### config.mk
export PLATFORM = sky130hd
export DESIGN_NAME = tpzr_rotate
export DESIGN_NICKNAME = d
export VERILOG_FILES = /design/src/rtl/core/tpzr_pkg.sv /design/src/rtl/core/tpzr_rotate.sv
export SDC_FILE = /design/constraint.sdc
export NUM_CORES = 2
export LEC_CHECK = 0
export BUFFER_PORTS_ARGS = -buffer_cell sky130_fd_sc_hd__buf_4
export CORE_MARGIN = 5
export CORE_UTILIZATION = 37
export DETAILED_ROUTE_END_ITERATION = 12
export GPL_TIMING_DRIVEN = 0
export REMOVE_ABC_BUFFERS = 1
export SLEW_MARGIN = 10
export SYNTH_ARGS = -nofsm -noshare
export SYNTH_HDL_FRONTEND = slang
export SYNTH_SLANG_ARGS = --single-unit
export TNS_END_PERCENT = 10
### constraint.sdc
create_clock -name clk -period 9.65 [get_ports clk]
set_input_delay 1.93 -clock clk [delete_from_list [all_inputs] [get_ports clk]]
set_output_delay 1.93 -clock clk [all_outputs]
set_load 0.1 [all_outputs]
### src/rtl/core/tpzr_pkg.sv
// ----------------------------------------------------------------------------
// tpzr_pkg: shared types and constants
// Fixed-point constants, CORDIC arctangent table and cell data type for the
// time-phased Z pose rotator.
// ----------------------------------------------------------------------------
package tpzr_pkg;

	localparam int CORDIC_STEPS = 24;

	// configuration register indexes
	localparam logic REG_SPIN_RPM     = 1'b0;
	localparam logic REG_START_OFFSET = 1'b1;

	// point status codes
	localparam logic [1:0] STATUS_OK  = 2'd0;
	localparam logic [1:0] STATUS_NEG = 2'd1;
	localparam logic [1:0] STATUS_DEC = 2'd2;

	localparam logic [31:0] MINUS_ONE_SEC = 32'hFFFF_0000;
	localparam logic signed [33:0] INV_GAIN_Q30 = 34'sd652032874;
	localparam logic signed [33:0] ONE_Q30 = 34'sd1073741824;
	// (2^32 - 1) / 15: 2^32 = 15 * K_DIV15 + 1
	localparam logic [31:0] K_DIV15 = 32'd286331153;
	// 15 * 2^31 keeps the divide-by-15 dividend non-negative
	localparam logic [35:0] DIV_BIAS = 36'd32212254720;
	// ceil(2^36 / 15) = 0x1_1111_1112, split in low 16 and high 17 bits;
	// exact floor(v / 15) as (v * recip) >> 36 for v below 2^36 / 14
	localparam logic [15:0] RECIP15_LO = 16'h1112;
	localparam logic [16:0] RECIP15_HI = 17'h1_1111;
	localparam logic signed [63:0] ROUND_HALF = 64'sd536870912;

	typedef struct packed {
		logic              vld;
		logic signed [33:0] x;
		logic signed [33:0] y;
		logic signed [33:0] z;
	} cordic_vec_t;

	typedef logic [3:0][31:0] word4_t;
	typedef logic [7:0][31:0] word8_t;

	// arctangent of 2^-i in units of 2^-32 turn, rounded
	function automatic logic [29:0] atan_lut(input logic [4:0] i);
		logic [29:0] v;
		unique case (i)
			5'd0:  v = 30'd536870912;
			5'd1:  v = 30'd316933406;
			5'd2:  v = 30'd167458907;
			5'd3:  v = 30'd85004756;
			5'd4:  v = 30'd42667331;
			5'd5:  v = 30'd21354465;
			5'd6:  v = 30'd10679838;
			5'd7:  v = 30'd5340245;
			5'd8:  v = 30'd2670163;
			5'd9:  v = 30'd1335087;
			5'd10: v = 30'd667544;
			5'd11: v = 30'd333772;
			5'd12: v = 30'd166886;
			5'd13: v = 30'd83443;
			5'd14: v = 30'd41722;
			5'd15: v = 30'd20861;
			5'd16: v = 30'd10430;
			5'd17: v = 30'd5215;
			5'd18: v = 30'd2608;
			5'd19: v = 30'd1304;
			5'd20: v = 30'd652;
			5'd21: v = 30'd326;
			5'd22: v = 30'd163;
			5'd23: v = 30'd81;
			5'd24: v = 30'd41;
			5'd25: v = 30'd20;
			5'd26: v = 30'd10;
			5'd27: v = 30'd5;
			5'd28: v = 30'd3;
			5'd29: v = 30'd1;
			5'd30: v = 30'd1;
			5'd31: v = 30'd0;
			default: v = 30'd0;
		endcase
		return v;
	endfunction

	// clamp to [-1, 1] in Q2.30
	function automatic logic signed [31:0] clamp_unit(input logic signed [33:0] v);
		logic signed [31:0] r;
		if (v > ONE_Q30) r = 32'sd1073741824;
		else if (v < -ONE_Q30) r = -32'sd1073741824;
		else r = v[31:0];
		return r;
	endfunction

endpackage

### src/rtl/core/tpzr_rotate.sv
// ----------------------------------------------------------------------------
// tpzr_rotate: Z rotation of two pose rows
// One shared multiplier, two products per output, round and saturate;
// results shift through a row of eight result registers.
// ----------------------------------------------------------------------------
module tpzr_rotate (
	input  logic               clk,
	input  logic               arst_n,
	input  logic               start,
	input  logic signed [31:0] c,
	input  logic signed [31:0] s,
	input  tpzr_pkg::word4_t   a,
	input  tpzr_pkg::word4_t   b,
	output logic               done,
	output tpzr_pkg::word8_t   res
);
	import tpzr_pkg::*;

	logic               run_q, vld_s1, done_q;
	logic [3:0]         k_q, k_s1;
	logic signed [63:0] prod_s1, acc_q, total;
	logic signed [31:0] coef, data;
	logic signed [33:0] scaled;
	logic [31:0]        sat;
	word8_t             res_q;

	assign coef = (k_q[3] ^ k_q[0]) ? s : c;
	assign data = k_q[0] ? $signed(b[k_q[2:1]]) : $signed(a[k_q[2:1]]);

	// upper row subtracts the second term, lower row adds both terms
	assign total  = k_s1[3] ? (acc_q + prod_s1) : (acc_q - prod_s1);
	assign scaled = total[63:30];
	assign sat = (scaled > 34'sd2147483647) ? 32'h7FFF_FFFF :
	             (scaled < -34'sd2147483648) ? 32'h8000_0000 : scaled[31:0];

	always_ff @(posedge clk or negedge arst_n) begin
		if (!arst_n) begin
			run_q  <= 1'b0;
			vld_s1 <= 1'b0;
			done_q <= 1'b0;
			k_q    <= '0;
		end else begin
			vld_s1 <= run_q;
			done_q <= vld_s1 && (k_s1 == 4'd15);
			if (start) begin
				run_q <= 1'b1;
				k_q   <= '0;
			end else if (run_q) begin
				k_q <= k_q + 4'd1;
				if (k_q == 4'd15) run_q <= 1'b0;
			end
		end
	end

	always_ff @(posedge clk) begin
		prod_s1 <= coef * data;
		k_s1    <= k_q;
		if (vld_s1) begin
			if (!k_s1[0]) acc_q <= prod_s1 + ROUND_HALF;
			else res_q <= {sat, res_q[7:1]};
		end
	end

	assign done = done_q;
	assign res  = res_q;

endmodule

==> key figures <==
Worst hold path
  • Hold Startpoint: res[222]
  • Hold WC Path Type: flop to flop
  • Hold path endpoint: res[190]
  • Hold Path Cell Cnt: 0

Worst setup path
  • Worst-path maximum fanout: 8
  • FF-to-FF setup slack: roughly 0.26 ns
  • WS Path Type: input pin to flop
  • Slowest Stage Delay on Critical Path: ~0.62 ns
  • Crit end category: flop
  • Critical Path AT: ~10 ns
  • Cell mode on critical path: fa_1
  • RR Startpoint: k_q[0]
  • Critical path's slowest cell: fa_2
  • Cells on worst reg2reg path: 34
  • R2r endpoint: prod_s1[62]
  • Startpoint Class: input pin
  • Worst EP required: approximately 10 ns

Layout
  • Final nets: approximately 7500
  • Combined area of the multi-input logic cells: roughly 40000 um^2
  • Non-filler instance count after layout: 7752
  • Area Growth Syn to Fin: 21.0%
  • Filler instances: between 10000 and 15000
  • Sequential cell area: 11200 um^2
  • Fraction of layout cells with a size suffix above 1: 0.203

Routing
  • Vias/cell: 5.18
  • DRT antenna net count: 0
  • DR iter-0 viols: approximately 2800
  • WL/cell: around 23 um
  • Vias post-DR: approximately 40000
  • DRT Pass-1 Iters: 5
  • Final WL: ~180000 um
  • # DRC: 0

Synthesis
  • Syn Area/Cell: 10.4 um^2
  • Synth area leader: fa_1
  • Sequential share of the synthesized area: 0.207
  • Post-synthesis cell count: 5195
  • Synth cell types: 76
  • Post-synthesis async set-or-reset flop share: 0.0177
  • Synthesized area: between 50000 and 60000 um^2
  • Top area cells in the synthesized netlist: fa_1 40%, edfxtp_1 18%, inv_1 7.1%
  • Yosys top cell area share: 0.402
  • Post-synth EDFFs: 320
  • Primary FF master, synth: edfxtp_1
  • Synth Register Bits: approximately 400
  • Synth warn: 0

Die
  • # IOs: 580
  • Starting density of the core: 0.371
  • # rows: 140
  • Core box area: between 100000 and 150000 um^2
  • Die area: between 150000 and 200000 um^2
  • Die width: ~390 um
  • Die Ht: roughly 400 um

Clock network
  • Clock slew at reported path FFs: approximately 0.070 ns
  • CTS max path bufs: 3
  • Htree depth: 2
  • Cts hold-fix bufs: 0
  • Num Clock Sinks: 395
  • CTS tree: done
  • Clock insertion delay at the later pin of the skew report: 0.56 ns
  • CTS root buffer: clkbuf_16
  • Number of buffers created by CTS: 38

Timing
  • Fin crit period: between 9 and 10 ns
  • Measured slew at the worst slew-check pin: ~1.2 ns
  • RSZ-0062 raised after global routing: true
  • Peak Freq: around 100 MHz
  • Skew final: roughly 0.026 ns
  • Slew Viols, Final: 0
  • Headroom to the max-slew limit: 0.185
  • Setup violators final: 0
  • Fin crit share: 0.988
  • Final hold violation count: 0

Global route
  • GRT Total Usage: 0.228
  • Pin count of the biggest net entering global routing: 65
  • First-pass GRT wire length: 265000 um
  • Vias in the first global route: ~43000
  • GRT overflow: 0
  • Initial antenna violation count: 3

Placed design
  • Number of instances in the placed design: ~7500
  • Hpwl dp: between 100000 and 150000 um
  • PortBufs: 579
  • Routability cong.: roughly 0.92

Outcome
  • Outcome: finished, final reports clean

Job
  • # Max-Cap Violations: 0
cells in the mapped netlist (all sizes together), types with 18 or more instances:
cell,number
clkbuf,179
and2,58
or2,23
nand2,555
buf,35
nor2,566
dfxtp,68
ha,250
o21ai,70
a31oi,22
mux2i,55
nand3,39
and3,23
mux2,58
a21o,86
nand2b,26
fa,1082
nor3,42
nand4,27
xnor2,112
inv,1013
nor2b,18
a21oi,159
edfxtp,320
xor2,92
mux4,64
layout by cell type, fill, tap and decap left out, types with 38 or more instances in the layout:
cell type  Yosys  final
fa_1        1082   1047
mux4_2        64     64
xor2_1        91     91
ha_1         250    221
inv_1       1013   1004
nand2_1      555    550
o21ai_0       70     60
nor3_1        41     38
buf_4          3    697
mux2_2        57     38
a21o_1        86     86
clkbuf_16      0     40
xnor2_1      112    111
a21oi_1      159    148
and2_1        57     56
mux2i_4        0     51
edfxtp_1     320    320
dfxtp_1       68     67
nor2_1       566    563
flip-flops by register name, summed over array words and instances, names as in the netlist:
name	count
acc_q	64
done	1
k_q	4
k_s1	4
prod_s1	64
res	256
run_q	1
vld_s1	1
per-layer routing:
metal	up-vias	routed length (um)	GRT usage
li1	17400	-	-
met1	20500	68400	0.288
met2	1879	81300	0.373
met3	387	18400	0.0630
met4	0	8250	0.0868
met5	-	0	0
worst max-delay path by stage:
stage | endpoint | start | slack, ns
after floorplan | prod_s1[63] | k_q[0] | -4.02
after global placement | prod_s1[60] | k_q[0] | -10.65
after detailed placement | prod_s1[60] | b[99] | -2.18
after CTS | prod_s1[63] | a[108] | 0.0008
after global routing | prod_s1[57] | b[100] | -0.08
final | prod_s1[62] | b[99] | 0.11
worst max-delay path, delay by kind of cell:
kind                       cells  cell delay [ns]
buffers and inverters          8             0.68
xor gates and xnor gates       1             0.15
AOI/OAI and AO/OA              6             1.35
adders and majority gates      9             4.40
and+or+nand+nor                4             0.53
muxes                          2             0.93
metrics by stage:
step	util	hold WS, ns	TNS, ns	worst slack [ns]	area [um^2]
floorplan	-	0.423	-168.44	-4.02	53000
global placement	0.412	0.430	-532.23	-10.65	59800
detailed placement	0.425	0.434	-42.66	-2.18	61700
CTS	0.442	0.434	0	0.000763	64100
global route	0.449	0.458	-0.324	-0.0840	65200
finish	0.449	0.435	0	0.111	65200
logic make-up after synthesis:
| family | Yosys count | share of synthesized area |
|---|---|---|
| AOI/OAI and AO/OA | 433 | 0.0505 |
| xor gates and xnor gates | 204 | 0.0335 |
| adders and majority gates | 1332 | 0.460 |
| buffers and inverters | 1228 | 0.0863 |
| DFF | 395 | 0.207 |
| muxes | 177 | 0.0491 |
| and+or+nand+nor | 1426 | 0.114 |
timing repair:
item                       in CTS  in global routing
pin swaps                      19                 72
setup buffers                  82                 54
gates resized for setup        84                138
setup endpoints to repair      37                 17
cloned                          7                  2
hold endpoints to repair        0                  0
layout make-up:
class                   count  area share
multi-input cells        3581       0.609
flip-flops and latches    395       0.171
repair buffers            772       0.105
inverters                1014      0.0586
well taps                1917      0.0368
clock buffers              40      0.0150
clock inverters            29     0.00457
diodes                      4    0.000154
Power is left out: the tool's default activity adds up to more than one toggle a clock period on the data nets, which glitch-free logic cannot reach.
