===== config.mk =====
export PLATFORM = sky130hd
export DESIGN_NAME = tpzr_phase
export DESIGN_NICKNAME = d
export VERILOG_FILES = /design/src/rtl/core/tpzr_pkg.sv /design/src/rtl/core/tpzr_phase.sv
export SDC_FILE = /design/constraint.sdc
export NUM_CORES = 2
export LEC_CHECK = 0
export BUFFER_PORTS_ARGS = -buffer_cell sky130_fd_sc_hd__buf_2
export CAP_MARGIN = 20
export CORE_UTILIZATION = 58
export CTS_BUF_LIST = sky130_fd_sc_hd__clkbuf_8
export DETAILED_ROUTE_END_ITERATION = 8
export PLACE_DENSITY = 0.74
export SLEW_MARGIN = 40
export SYNTH_ARGS = -nofsm -noshare
export SYNTH_HDL_FRONTEND = slang
export SYNTH_SLANG_ARGS = --single-unit
export TNS_END_PERCENT = 10

===== constraint.sdc =====
create_clock -name clk -period 6.67 [get_ports clk]
set_input_delay 0.667 -clock clk [delete_from_list [all_inputs] [get_ports clk]]
set_output_delay 0.667 -clock clk [all_outputs]
set_load 0.1 [all_outputs]

===== src/rtl/core/tpzr_pkg.sv =====
// ----------------------------------------------------------------------------
// tpzr_pkg: shared types and constants
// Fixed-point constants, CORDIC arctangent table and cell data type for the
// time-phased Z pose rotator.
// ----------------------------------------------------------------------------
package tpzr_pkg;

	localparam int CORDIC_STEPS = 24;

	// configuration register indexes
	localparam logic REG_SPIN_RPM     = 1'b0;
	localparam logic REG_START_OFFSET = 1'b1;

	// point status codes
	localparam logic [1:0] STATUS_OK  = 2'd0;
	localparam logic [1:0] STATUS_NEG = 2'd1;
	localparam logic [1:0] STATUS_DEC = 2'd2;

	localparam logic [31:0] MINUS_ONE_SEC = 32'hFFFF_0000;
	localparam logic signed [33:0] INV_GAIN_Q30 = 34'sd652032874;
	localparam logic signed [33:0] ONE_Q30 = 34'sd1073741824;
	// (2^32 - 1) / 15: 2^32 = 15 * K_DIV15 + 1
	localparam logic [31:0] K_DIV15 = 32'd286331153;
	// 15 * 2^31 keeps the divide-by-15 dividend non-negative
	localparam logic [35:0] DIV_BIAS = 36'd32212254720;
	// ceil(2^36 / 15) = 0x1_1111_1112, split in low 16 and high 17 bits;
	// exact floor(v / 15) as (v * recip) >> 36 for v below 2^36 / 14
	localparam logic [15:0] RECIP15_LO = 16'h1112;
	localparam logic [16:0] RECIP15_HI = 17'h1_1111;
	localparam logic signed [63:0] ROUND_HALF = 64'sd536870912;

	typedef struct packed {
		logic              vld;
		logic signed [33:0] x;
		logic signed [33:0] y;
		logic signed [33:0] z;
	} cordic_vec_t;

	typedef logic [3:0][31:0] word4_t;
	typedef logic [7:0][31:0] word8_t;

	// arctangent of 2^-i in units of 2^-32 turn, rounded
	function automatic logic [29:0] atan_lut(input logic [4:0] i);
		logic [29:0] v;
		unique case (i)
			5'd0:  v = 30'd536870912;
			5'd1:  v = 30'd316933406;
			5'd2:  v = 30'd167458907;
			5'd3:  v = 30'd85004756;
			5'd4:  v = 30'd42667331;
			5'd5:  v = 30'd21354465;
			5'd6:  v = 30'd10679838;
			5'd7:  v = 30'd5340245;
			5'd8:  v = 30'd2670163;
			5'd9:  v = 30'd1335087;
			5'd10: v = 30'd667544;
			5'd11: v = 30'd333772;
			5'd12: v = 30'd166886;
			5'd13: v = 30'd83443;
			5'd14: v = 30'd41722;
			5'd15: v = 30'd20861;
			5'd16: v = 30'd10430;
			5'd17: v = 30'd5215;
			5'd18: v = 30'd2608;
			5'd19: v = 30'd1304;
			5'd20: v = 30'd652;
			5'd21: v = 30'd326;
			5'd22: v = 30'd163;
			5'd23: v = 30'd81;
			5'd24: v = 30'd41;
			5'd25: v = 30'd20;
			5'd26: v = 30'd10;
			5'd27: v = 30'd5;
			5'd28: v = 30'd3;
			5'd29: v = 30'd1;
			5'd30: v = 30'd1;
			5'd31: v = 30'd0;
			default: v = 30'd0;
		endcase
		return v;
	endfunction

	// clamp to [-1, 1] in Q2.30
	function automatic logic signed [31:0] clamp_unit(input logic signed [33:0] v);
		logic signed [31:0] r;
		if (v > ONE_Q30) r = 32'sd1073741824;
		else if (v < -ONE_Q30) r = -32'sd1073741824;
		else r = v[31:0];
		return r;
	endfunction

endpackage


===== src/rtl/core/tpzr_phase.sv =====
// ----------------------------------------------------------------------------
// tpzr_phase: binary angle of the spin
// phase = floor(rpm * sum / 60) mod 2^32, via two partial products, a fold
// modulo 2^32 and a reciprocal multiply for the divide by 15.
// ----------------------------------------------------------------------------
module tpzr_phase (
	input  logic                clk,
	input  logic                arst_n,
	input  logic                start,
	input  logic signed [31:0]  rpm,
	input  logic signed [33:0]  sum,
	output logic                done,
	output logic [31:0]         phase
);
	import tpzr_pkg::*;

	typedef enum logic [3:0] {
		P_IDLE, P_MLO, P_MHI, P_ADD, P_HK, P_FOLD, P_QLO, P_QHI, P_FIN
	} pstate_t;

	pstate_t            state_q;
	logic               done_q;
	logic signed [49:0] plo_q;
	logic signed [48:0] phi_q;
	logic [31:0]        h_q, l_q, hk_q, phase_q;
	logic [35:0]        div_q;
	logic [32:0]        fold_q;
	logic [48:0]        qlo_q;
	logic [49:0]        qhi_q;
	logic signed [65:0] pfull;
	logic [65:0]        qsum;

	assign pfull = ($signed({{17{phi_q[48]}}, phi_q}) <<< 17) + $signed({{16{plo_q[49]}}, plo_q});
	// fold_q * ceil(2^36 / 15); quotient in bits 65:36
	assign qsum  = {qhi_q, 16'd0} + {17'd0, qlo_q};

	always_ff @(posedge clk or negedge arst_n) begin
		if (!arst_n) begin
			state_q <= P_IDLE;
			done_q  <= 1'b0;
		end else begin
			done_q <= (state_q == P_FIN);
			unique case (state_q)
				P_IDLE: if (start) state_q <= P_MLO;
				P_MLO:  state_q <= P_MHI;
				P_MHI:  state_q <= P_ADD;
				P_ADD:  state_q <= P_HK;
				P_HK:   state_q <= P_FOLD;
				P_FOLD: state_q <= P_QLO;
				P_QLO:  state_q <= P_QHI;
				P_QHI:  state_q <= P_FIN;
				P_FIN:  state_q <= P_IDLE;
				default: state_q <= P_IDLE;
			endcase
		end
	end

	always_ff @(posedge clk) begin
		unique case (state_q)
			P_MLO: plo_q <= rpm * $signed({1'b0, sum[16:0]});
			P_MHI: phi_q <= rpm * $signed(sum[33:17]);
			P_ADD: begin
				h_q <= pfull[65:34];
				l_q <= pfull[33:2];
			end
			P_HK: begin
				hk_q  <= 32'(h_q * K_DIV15);
				div_q <= {{4{h_q[31]}}, h_q} + {4'b0000, l_q} + DIV_BIAS;
			end
			// 2^32 = 1 mod 15: fold the top nibble back into the low word
			P_FOLD: begin
				hk_q   <= hk_q + 32'(div_q[35:32] * K_DIV15);
				fold_q <= {1'b0, div_q[31:0]} + 33'(div_q[35:32]);
			end
			P_QLO: qlo_q <= fold_q * RECIP15_LO;
			P_QHI: qhi_q <= fold_q * RECIP15_HI;
			P_FIN: phase_q <= hk_q + {2'b00, qsum[65:36]} + 32'h8000_0000;
			default: ;
		endcase
	end

	assign done  = done_q;
	assign phase = phase_q;

endmodule


==> results_dict.tcl <==
set metrics [dict create \
    outcome "complete, no violations" \
    clk_pin_slew_ps 60 \
    ys.flop_type "edfxtp_1" \
    remaining_drc_errors 0 \
    layout_common_cells "inv_1 (1463), fa_1 (1213), nand2_1 (785), ha_1 (736), buf_4 (485)" \
    end_kind "register" \
    ys.warnings.count 0 \
    worstPathRequired_ps 7090 \
    synth-edff-count 374 \
    coreArea_um2 118400 \
    maxClockFrequency_ghz 0.1563 \
    worst-setup-path-type "in -> reg" \
    cts-buffers-inserted 66 \
    rsz0062_at_grt "true" \
    die_x_um 348.0 \
    critPathSlowestCell "or4_4" \
    path_common_cell "fa_1" \
    tightest_slew_ps 810.4 \
    seq_area_frac_synth_pct 16.36 \
    grt_pass1_vias 53830 \
    finalHoldViolations 0 \
    layout-drive-gt1-share_pct 10.29 \
    synth_area_per_cell_um2 9.703 \
    slew_headroom_pct 44.58 \
    grt_usage_pct 30.06 \
    port_buffers 101 \
    grt_max_degree 65 \
    grt_antenna_before_repair 4 \
    maxCapViolCount 0 \
    fp-row-count 126 \
    critPathMaxFanout 6 \
    yosysUniqueCellTypes 92 \
    num_io_pins 102 \
    wl_um 177200 \
    slowest_delay_ps 540 \
    worstPathArrival_ps 6810 \
    wl_per_cell_um 19.11 \
    firstDrtPassIters 6 \
    syn_inst 7155 \
    fin_area_um2 77040 \
    cts_buffer_depth 3 \
    postCtsSetupBuffers 0 \
    synthArstFlopShare_pct 1.319 \
    gp_congestion 0.9631 \
    pre_cts_ws_ps -531.2 \
    dieArea_um2 121100 \
    startpoint_type "input port" \
    final_common_cell "inv_1" \
    cts_tree "built" \
    layout.nets 9644 \
    clk_latency_ps 690 \
    die_y_um 348.0 \
    dr.first_iter.drc_count 3316 \
    area_delta_synth_final_pct 10.97 \
    post-route-min-period_ps 6398 \
    ys_ff_latch 379 \
    synthesis.area_um2 69430 \
    worst_clock_skew_ps 52.67 \
    finalSetupViolCount 0 \
    utilization_pct 65.07 \
    min_period_over_period_pct 95.92 \
    grt_pass1_wl_um 284800 \
    start_util_pct 58.64 \
    dr_total_vias 50750 \
    drv_slew 0 \
    viasPerCell 5.472 \
    htree_levels 3 \
    worstPathCellList "buf_2 -> nand2_2 -> fa_1 -> inv_1 -> fa_1 -> fa_1 -> fa_1 -> fa_1 -> inv_1 -> fa_1 -> inv_1 -> ha_1 -> a21o_1 -> a21o_1 -> a21o_1 -> or4_4 -> nor3_4 -> o31ai_2 -> a21oi_2 -> o21ai_1 -> a2111oi_2 -> o21bai_1 -> xor2_1" \
    cts_root_buffer "clkbuf_8" \
    synth_nets 9176 \
    min_path_type "in -> async" \
    setup_slack_ps 272.4 \
    fin_setup_tns_ps 0 \
    grt_overflow_total 0 \
    clock-sinks 379 \
    placed_cell_area_um2 75530 \
    antenna_left 0 \
    dp_hpwl_um 153200 \
]
[critical path: cells and delay by family]
family / cells / cell delay, ps
AO/OA/AOI/OAI: 8 / 1370
XOR/XNOR: 1 / 150
adder cells (fa/ha/maj): 7 / 3310
buffers and inverters: 4 / 370
AND/OR/NAND/NOR: 3 / 900
[kinds of logic (layout without fill, tap and decap cells)]
| kind of cell | Yosys count | after routing | synth area share, % |
|---|---|---|---|
| adder cells (fa/ha/maj) | 1952 | 1952 | 48.32 |
| AND/OR/NAND/NOR | 1842 | 1842 | 12.75 |
| buffers and inverters | 1677 | 2193 | 9.116 |
| AO/OA/AOI/OAI | 933 | 933 | 8.757 |
| flip-flops | 379 | 379 | 16.36 |
| XOR/XNOR | 368 | 368 | 4.643 |
| multiplexers | 4 | 4 | 0.05767 |
| other | 0 | 3 | 0 |
[state kept, by name (all words and copies together), names as in the netlist]
register	flops
h_q	32
plo_q	48
qhi_q	50
div_q	36
phi_q	49
state_q	4
hk_q	32
fold_q	33
qlo_q	30
done	1
phase	32
l_q	32
[repair_timing]
action                                 CTS  global route
hold buffers                             1             0
endpoints found under the hold margin    5             0
setup endpoints to repair                0            18
resized for setup                        0            27
[final timing paths]
check	startpoint	to	slack, ps	cells after the start
min in group clk	start	state_q[0]	340	3
max	rpm[12]	plo_q[43]	270	23
min	arst_n	done	340	2
max in group asynchronous	arst_n	state_q[1]	6160	2
min reg2reg	plo_q[6]	l_q[4]	420	0
max reg2reg	fold_q[18]	qhi_q[47]	550	17
[Yosys cell counts (39+ instances only)]
cell      instances  area (um^2)
nand2_1         786         2950
and2_1          444         2778
nand3_1          71        355.3
fa_1           1215        24320
xnor2_1         252         2207
clkbuf_1        216        810.8
edfxtp_1        374        11230
nor2b_1          46        287.8
o21bai_1         52        390.4
nor3_1           53        265.3
o21ai_0         151        755.7
nand2b_1         52        325.3
a21o_1          167         1254
inv_1          1449         5439
ha_1            737         9221
a21oi_1         270         1351
o21a_1           60        450.4
and3_1           39        244.0
xor2_1          116         1016
nor2_1          251        942.2
[through the flow]
step                      hold WS, ps  cells
final                           337.8   9274
after global routing            324.6   9274
after CTS                       282.0   9269
after detailed placement        404.5   9152
after global placement          401.4   9152
after floorplan                 371.4   7155
[layer usage]
layer,global-route usage [%],part of all wire (%),vias to the layer above
met5,0,0.0073,-
met4,13.69,5.2,2
met3,3.587,5.8,385
met2,52.37,50,1706
met1,37.47,39,25140
li1,-,-,23510
[layout make-up]
class | count | area, um^2
antenna | 3 | 7.507
clock buffer | 67 | 922.1
clock inverter | 49 | 456.7
fill | 9598 | 41350
inverter | 1450 | 5443
multi-input combinational | 5099 | 51870
sequential | 379 | 11360
tap | 1600 | 2002
timing repair buffer | 627 | 4987
Power is left out: the tool's default activity adds up to more than one toggle a clock period on the data nets, which glitch-free logic cannot reach.
