`config.mk`:
```
export PLATFORM = sky130hd
export DESIGN_NAME = tpzr_cordic_cell
export DESIGN_NICKNAME = d
export VERILOG_FILES = /design/src/rtl/core/tpzr_pkg.sv /design/src/rtl/core/tpzr_cordic_cell.sv
export SDC_FILE = /design/constraint.sdc
export NUM_CORES = 1
export LEC_CHECK = 0
export BUFFER_PORTS_ARGS = -buffer_cell sky130_fd_sc_hd__buf_2
export CORE_MARGIN = 2
export CORE_UTILIZATION = 65
export DETAILED_ROUTE_END_ITERATION = 7
export PLACE_DENSITY = 0.95
export SLEW_MARGIN = 15
export SYNTH_ARGS = -nofsm -noshare
export SYNTH_HDL_FRONTEND = slang
export SYNTH_SLANG_ARGS = --single-unit
```
`constraint.sdc`:
```
create_clock -name clk -period 0.9 [get_ports clk]
set_input_delay 0.18 -clock clk [delete_from_list [all_inputs] [get_ports clk]]
set_output_delay 0.18 -clock clk [all_outputs]
set_load 0.01 [all_outputs]
```
`src/rtl/core/tpzr_pkg.sv`:
```
// ----------------------------------------------------------------------------
// tpzr_pkg: shared types and constants
// Fixed-point constants, CORDIC arctangent table and cell data type for the
// time-phased Z pose rotator.
// ----------------------------------------------------------------------------
package tpzr_pkg;

	localparam int CORDIC_STEPS = 24;

	// configuration register indexes
	localparam logic REG_SPIN_RPM     = 1'b0;
	localparam logic REG_START_OFFSET = 1'b1;

	// point status codes
	localparam logic [1:0] STATUS_OK  = 2'd0;
	localparam logic [1:0] STATUS_NEG = 2'd1;
	localparam logic [1:0] STATUS_DEC = 2'd2;

	localparam logic [31:0] MINUS_ONE_SEC = 32'hFFFF_0000;
	localparam logic signed [33:0] INV_GAIN_Q30 = 34'sd652032874;
	localparam logic signed [33:0] ONE_Q30 = 34'sd1073741824;
	// (2^32 - 1) / 15: 2^32 = 15 * K_DIV15 + 1
	localparam logic [31:0] K_DIV15 = 32'd286331153;
	// 15 * 2^31 keeps the divide-by-15 dividend non-negative
	localparam logic [35:0] DIV_BIAS = 36'd32212254720;
	// ceil(2^36 / 15) = 0x1_1111_1112, split in low 16 and high 17 bits;
	// exact floor(v / 15) as (v * recip) >> 36 for v below 2^36 / 14
	localparam logic [15:0] RECIP15_LO = 16'h1112;
	localparam logic [16:0] RECIP15_HI = 17'h1_1111;
	localparam logic signed [63:0] ROUND_HALF = 64'sd536870912;

	typedef struct packed {
		logic              vld;
		logic signed [33:0] x;
		logic signed [33:0] y;
		logic signed [33:0] z;
	} cordic_vec_t;

	typedef logic [3:0][31:0] word4_t;
	typedef logic [7:0][31:0] word8_t;

	// arctangent of 2^-i in units of 2^-32 turn, rounded
	function automatic logic [29:0] atan_lut(input logic [4:0] i);
		logic [29:0] v;
		unique case (i)
			5'd0:  v = 30'd536870912;
			5'd1:  v = 30'd316933406;
			5'd2:  v = 30'd167458907;
			5'd3:  v = 30'd85004756;
			5'd4:  v = 30'd42667331;
			5'd5:  v = 30'd21354465;
			5'd6:  v = 30'd10679838;
			5'd7:  v = 30'd5340245;
			5'd8:  v = 30'd2670163;
			5'd9:  v = 30'd1335087;
			5'd10: v = 30'd667544;
			5'd11: v = 30'd333772;
			5'd12: v = 30'd166886;
			5'd13: v = 30'd83443;
			5'd14: v = 30'd41722;
			5'd15: v = 30'd20861;
			5'd16: v = 30'd10430;
			5'd17: v = 30'd5215;
			5'd18: v = 30'd2608;
			5'd19: v = 30'd1304;
			5'd20: v = 30'd652;
			5'd21: v = 30'd326;
			5'd22: v = 30'd163;
			5'd23: v = 30'd81;
			5'd24: v = 30'd41;
			5'd25: v = 30'd20;
			5'd26: v = 30'd10;
			5'd27: v = 30'd5;
			5'd28: v = 30'd3;
			5'd29: v = 30'd1;
			5'd30: v = 30'd1;
			5'd31: v = 30'd0;
			default: v = 30'd0;
		endcase
		return v;
	endfunction

	// clamp to [-1, 1] in Q2.30
	function automatic logic signed [31:0] clamp_unit(input logic signed [33:0] v);
		logic signed [31:0] r;
		if (v > ONE_Q30) r = 32'sd1073741824;
		else if (v < -ONE_Q30) r = -32'sd1073741824;
		else r = v[31:0];
		return r;
	endfunction

endpackage

```
`src/rtl/core/tpzr_cordic_cell.sv`:
```
// ----------------------------------------------------------------------------
// tpzr_cordic_cell: one CORDIC rotation step
// Registered micro-rotation by atan(2^-step); cells chain into the full CORDIC.
// ----------------------------------------------------------------------------
module tpzr_cordic_cell (
	input  logic                  clk,
	input  logic                  arst_n,
	input  logic [4:0]            step,
	input  tpzr_pkg::cordic_vec_t din,
	output tpzr_pkg::cordic_vec_t dout
);
	import tpzr_pkg::*;

	logic               vld_q;
	logic signed [33:0] x_q, y_q, z_q;
	logic signed [33:0] dx, dy, ang;

	assign dx  = din.y >>> step;
	assign dy  = din.x >>> step;
	assign ang = $signed({4'b0000, atan_lut(step)});

	always_ff @(posedge clk or negedge arst_n) begin
		if (!arst_n) vld_q <= 1'b0;
		else vld_q <= din.vld;
	end

	always_ff @(posedge clk) begin
		if (din.vld) begin
			if (!din.z[33]) begin
				x_q <= din.x - dx;
				y_q <= din.y + dy;
				z_q <= din.z - ang;
			end else begin
				x_q <= din.x + dx;
				y_q <= din.y - dy;
				z_q <= din.z + ang;
			end
		end
	end

	assign dout = '{vld: vld_q, x: x_q, y: y_q, z: z_q};

endmodule

```
==> results of run 1 <==
-- kinds of logic after synthesis --
family          synth area share [%]
fa+ha+maj                       9.02
xor+xnor                        9.56
flops                           19.4
compound gates                  21.8
simple gates                    15.3
mux                             19.4
buf+inv                         5.48
-- cells in the mapped netlist (16+ instances only) --
master,n
clkbuf_1,43
buf_2,16
a22oi_1,17
o22ai_1,22
and3_1,24
mux4_2,83
xor2_1,63
mux2_2,32
nand2_1,165
a211oi_1,23
ha_1,110
xnor2_1,108
a31oi_1,32
o21a_1,20
o21bai_1,16
o21ai_0,97
edfxtp_1,102
and2_1,16
a21oi_1,156
nand2b_1,21
mux2i_1,55
a21o_1,49
inv_1,55
nor3_1,25
nor2b_1,26
nand3_1,23
nor2_1,149
-- through the flow --
| stage | area (µm²) | TNS [ps] | cells |
|---|---|---|---|
| 2_1_floorplan | 16700 | -318840 | 1781 |
| 3_3_place_gp | 23000 | -358990 | 2927 |
| 3_5_place_dp | 23000 | -404910 | 2927 |
==> results.json, run 1 <==
{
  "outcome": "stopped before the end",
  "stop_stage": "clock tree synthesis (4_1_cts)",
  "stop_error": "[ERROR DPL-0038] Utilization greater than 100%, impossible to legalize",
  "portBuffers": 212,
  "synth_fp_nets": 2004,
  "synth-edff-count": 102,
  "start_util_pct": 65.8,
  "die_x_um": 160,
  "ctsHoldBuffers": 1,
  "gp_congestion": 1.27,
  "cts_buffers": 9,
  "ios": 213,
  "synth_area_leader_cell": "edfxtp_1",
  "dp_hpwl_um": 70300,
  "yosys.area.top_type_share_pct": 19.2,
  "ys_warn_count": 0,
  "clock_sinks": 103,
  "synth.yosys.seq_area_share_pct": 19.4,
  "cts_resized": 386,
  "h-tree-depth": 3,
  "clk_path_buf_depth": 2,
  "root_buffer": "clkbuf_16",
  "cts_setup_buffers": 123,
  "dp_slack_ps": -4990,
  "synth_ff_type": "edfxtp_1",
  "syn_inst": 1781,
  "synth_area_um2": 15900,
  "syn_area_per_cell_um2": 8.94,
  "ys_async_sr_fraction_pct": 0.971,
  "fp-row-count": 57,
  "ys_top_cells_by_area": "edfxtp_1, mux4_2, ha_1",
  "synth.distinct_cells": 97,
  "ys_ff_latch": 103,
  "die_y_um": 160
}
==> run 2: changes to the inputs <==
--- a/config.mk
+++ b/config.mk
@@ -7,9 +7,9 @@
 export LEC_CHECK = 0
 export BUFFER_PORTS_ARGS = -buffer_cell sky130_fd_sc_hd__buf_2
 export CORE_MARGIN = 2
-export CORE_UTILIZATION = 65
+export CORE_UTILIZATION = 40
 export DETAILED_ROUTE_END_ITERATION = 7
-export PLACE_DENSITY = 0.95
+export PLACE_DENSITY_LB_ADDON = 0.15
 export SLEW_MARGIN = 15
 export SYNTH_ARGS = -nofsm -noshare
 export SYNTH_HDL_FRONTEND = slang
==> run 2 against run 1 <==
The flow now finishes, with violations (setup timing). Synthesized area unchanged. Synthesized cell count unchanged.
==> results.json, run 2 <==
{
  "outcome": "finished, violations left",
  "violations": "setup timing",
  "gp_congestion": 1.02,
  "cp-end-kind": "flop",
  "syn_area_per_cell_um2": 8.94,
  "antenna_found_initial": 1,
  "drc": 0,
  "tns_ps": -339300,
  "grt_pass1_wl_um": 109000,
  "yosysMostFrequentCell": "nand2_1",
  "power.density_nw_per_um2": 1430,
  "clk_path_buf_depth": 2,
  "post_drt_wl_per_cell_um": 21.8,
  "ys_async_sr_fraction_pct": 0.971,
  "drive_above_1_share_pct": 58.2,
  "min_path_type": "input port to async pin",
  "grt_pass1_vias": 19300,
  "placed_area_um2": 23800,
  "critPathKind": "input port to flop",
  "ios": 213,
  "ys_warn_count": 0,
  "drv_slew": 0,
  "peakVddDrop_mv": 1.18,
  "worst_ep_required_time_ps": 1050,
  "vias": 19200,
  "max_freq_ghz": 0.204,
  "ant_nets": 0,
  "synth_fp_nets": 2004,
  "grt.overflow.total": 0,
  "die_area_um2": 41400,
  "hold_violations": 0,
  "area_growth_pct": 71.5,
  "finalSetupViolCount": 205,
  "root_buffer": "clkbuf_16",
  "firstDrtPassIters": 5,
  "timing.final.crit_share_pct": 546,
  "nFillCells": 3069,
  "crit_arrival_ps": 5060,
  "via_per_inst": 5.72,
  "top_regs": "x_q: 34 flops, y_q: 34 flops, z_q: 34 flops",
  "core-area_um2": 39500,
  "h-tree-depth": 3,
  "cellLeakagePower_uw": 0.0124,
  "synth_ff_type": "edfxtp_1",
  "final_area_um2": 27300,
  "synth_area_um2": 15900,
  "die_y_um": 203,
  "synth-edff-count": 102,
  "syn_inst": 1781,
  "cp_max_fo": 8,
  "slew_headroom_pct": 51.3,
  "grt_max_degree": 50,
  "mostFrequentLayoutCells": "buf_4, buf_2, nand2_1, nor2_1, edfxtp_1",
  "clk_pin_slew_ps": 70,
  "yosys-top-cells-count": "nand2_1, a21oi_1, nor2_1",
  "fp-row-count": 73,
  "cts_buffers": 9,
  "num_antenna_cells": 0,
  "cts_tree": "built",
  "start_util_pct": 40.3,
  "dp_hpwl_um": 57000,
  "yosys.area.top_type_share_pct": 19.2,
  "worst_slack_ps": -4010,
  "worst_pin_slew_ps": 723,
  "worstSetupStartpointType": "input port",
  "nets": 3041,
  "synth.yosys.seq_area_share_pct": 19.4,
  "track_usage_pct": 34.3,
  "ys_top_cells_by_area": "edfxtp_1, mux4_2, ha_1",
  "die_x_um": 203,
  "clock_sinks": 103,
  "drt-total-wl_um": 73100,
  "min_period_ps": 4910,
  "synth.distinct_cells": 97,
  "synth_area_leader_cell": "edfxtp_1",
  "portBuffers": 212,
  "maxCapViolations": 0,
  "drt_iter0_markers": 1555,
  "layout_commonest_cell": "buf_4",
  "ys_ff_latch": 103,
  "grt_setup_unrepaired": "yes"
}
[run 2: repair_timing]
item | CTS | global route
setup buffers | 102 | 63
cloned | 2 | 1
hold endpoints to repair | 1 | 0
gates resized for setup | 287 | 183
setup endpoints to repair | 205 | 205
hold buffers | 1 | 0
pin swaps | 135 | 171
[run 2: final cells by class]
type	instances	area, µm²	area share [%]
multi-input combinational	1515	14200	51.9
timing repair buffer	1130	8800	32.3
sequential	103	3090	11.3
tap	525	657	2.41
inverter	59	260	0.953
clock buffer	12	236	0.866
clock inverter	4	72.6	0.266
[run 2: where the power goes]
part / internal, µW / leakage, µW / switching [µW] / total, µW
clock: 2430 / 0.000147 / 2050 / 4480
combinational: 14200 / 0.0112 / 12900 / 27100
sequential: 7130 / 0.00101 / 316 / 7450
[run 2: metrics by stage]
step	util (%)	setup WS, ps	instances	power (µW)	hold slack (ps)
floorplan	-	-4300	1781	19200	-116
global placement	60.1	-4640	3197	29200	-45.9
detailed placement	60.1	-4700	3197	29400	-43.5
CTS	65.9	-4020	3303	36800	46.1
global route	69.0	-4230	3348	41200	64.5
finish	69.0	-4010	3348	39100	65.7
[run 2: worst max-delay path by stage]
stage	start	end	slack [ps]	cells past startpoint
final	step[0]	x_q[33]	-4010	22
after global routing	step[0]	x_q[33]	-4230	22
after CTS	step[0]	y_q[32]	-4020	22
after detailed placement	step[0]	y_q[32]	-4700	23
after global placement	step[0]	y_q[32]	-4640	23
after floorplan	step[2]	z_q[33]	-4300	30
[run 2: kinds of logic (layout without fill, tap and decap cells)]
logic type / Yosys count / count (layout) / share of synthesized area, %
AND/OR/NAND/NOR: 512 / 512 / 15.3
adder cells (fa/ha/maj): 113 / 113 / 9.02
XOR/XNOR: 172 / 172 / 9.56
flip-flops: 103 / 103 / 19.4
multiplexers: 182 / 182 / 19.4
AO/OA/AOI/OAI: 536 / 536 / 21.8
buffers and inverters: 163 / 1205 / 5.48
[run 2: routing by layer]
| layer | up-vias | track usage, % | part of all wire [%] |
|---|---|---|---|
| met5 | - | 0 | 0.023 |
| met4 | 2 | 15.5 | 4.4 |
| met1 | 9343 | 43.7 | 41 |
| li1 | 8848 | - | - |
| met2 | 795 | 58.3 | 48 |
| met3 | 167 | 4.38 | 6.0 |
[run 2: critical path, stage by stage]
cell	delay (ps)
buf_16	130
buf_16	150
buf_12	140
mux2_4	300
mux4_2	550
a221oi_4	400
ha_4	190
nor3b_4	260
and4_4	320
a21oi_2	60
xor2_1	210
ha_1	290
a21o_1	180
a21o_1	160
a21oi_2	170
o21bai_1	100
a21oi_2	150
o221ai_2	150
a221oi_2	330
o22ai_2	120
o41ai_2	240
xor3_1	270
No activity file was read; power rests on OpenSTA's default activity.
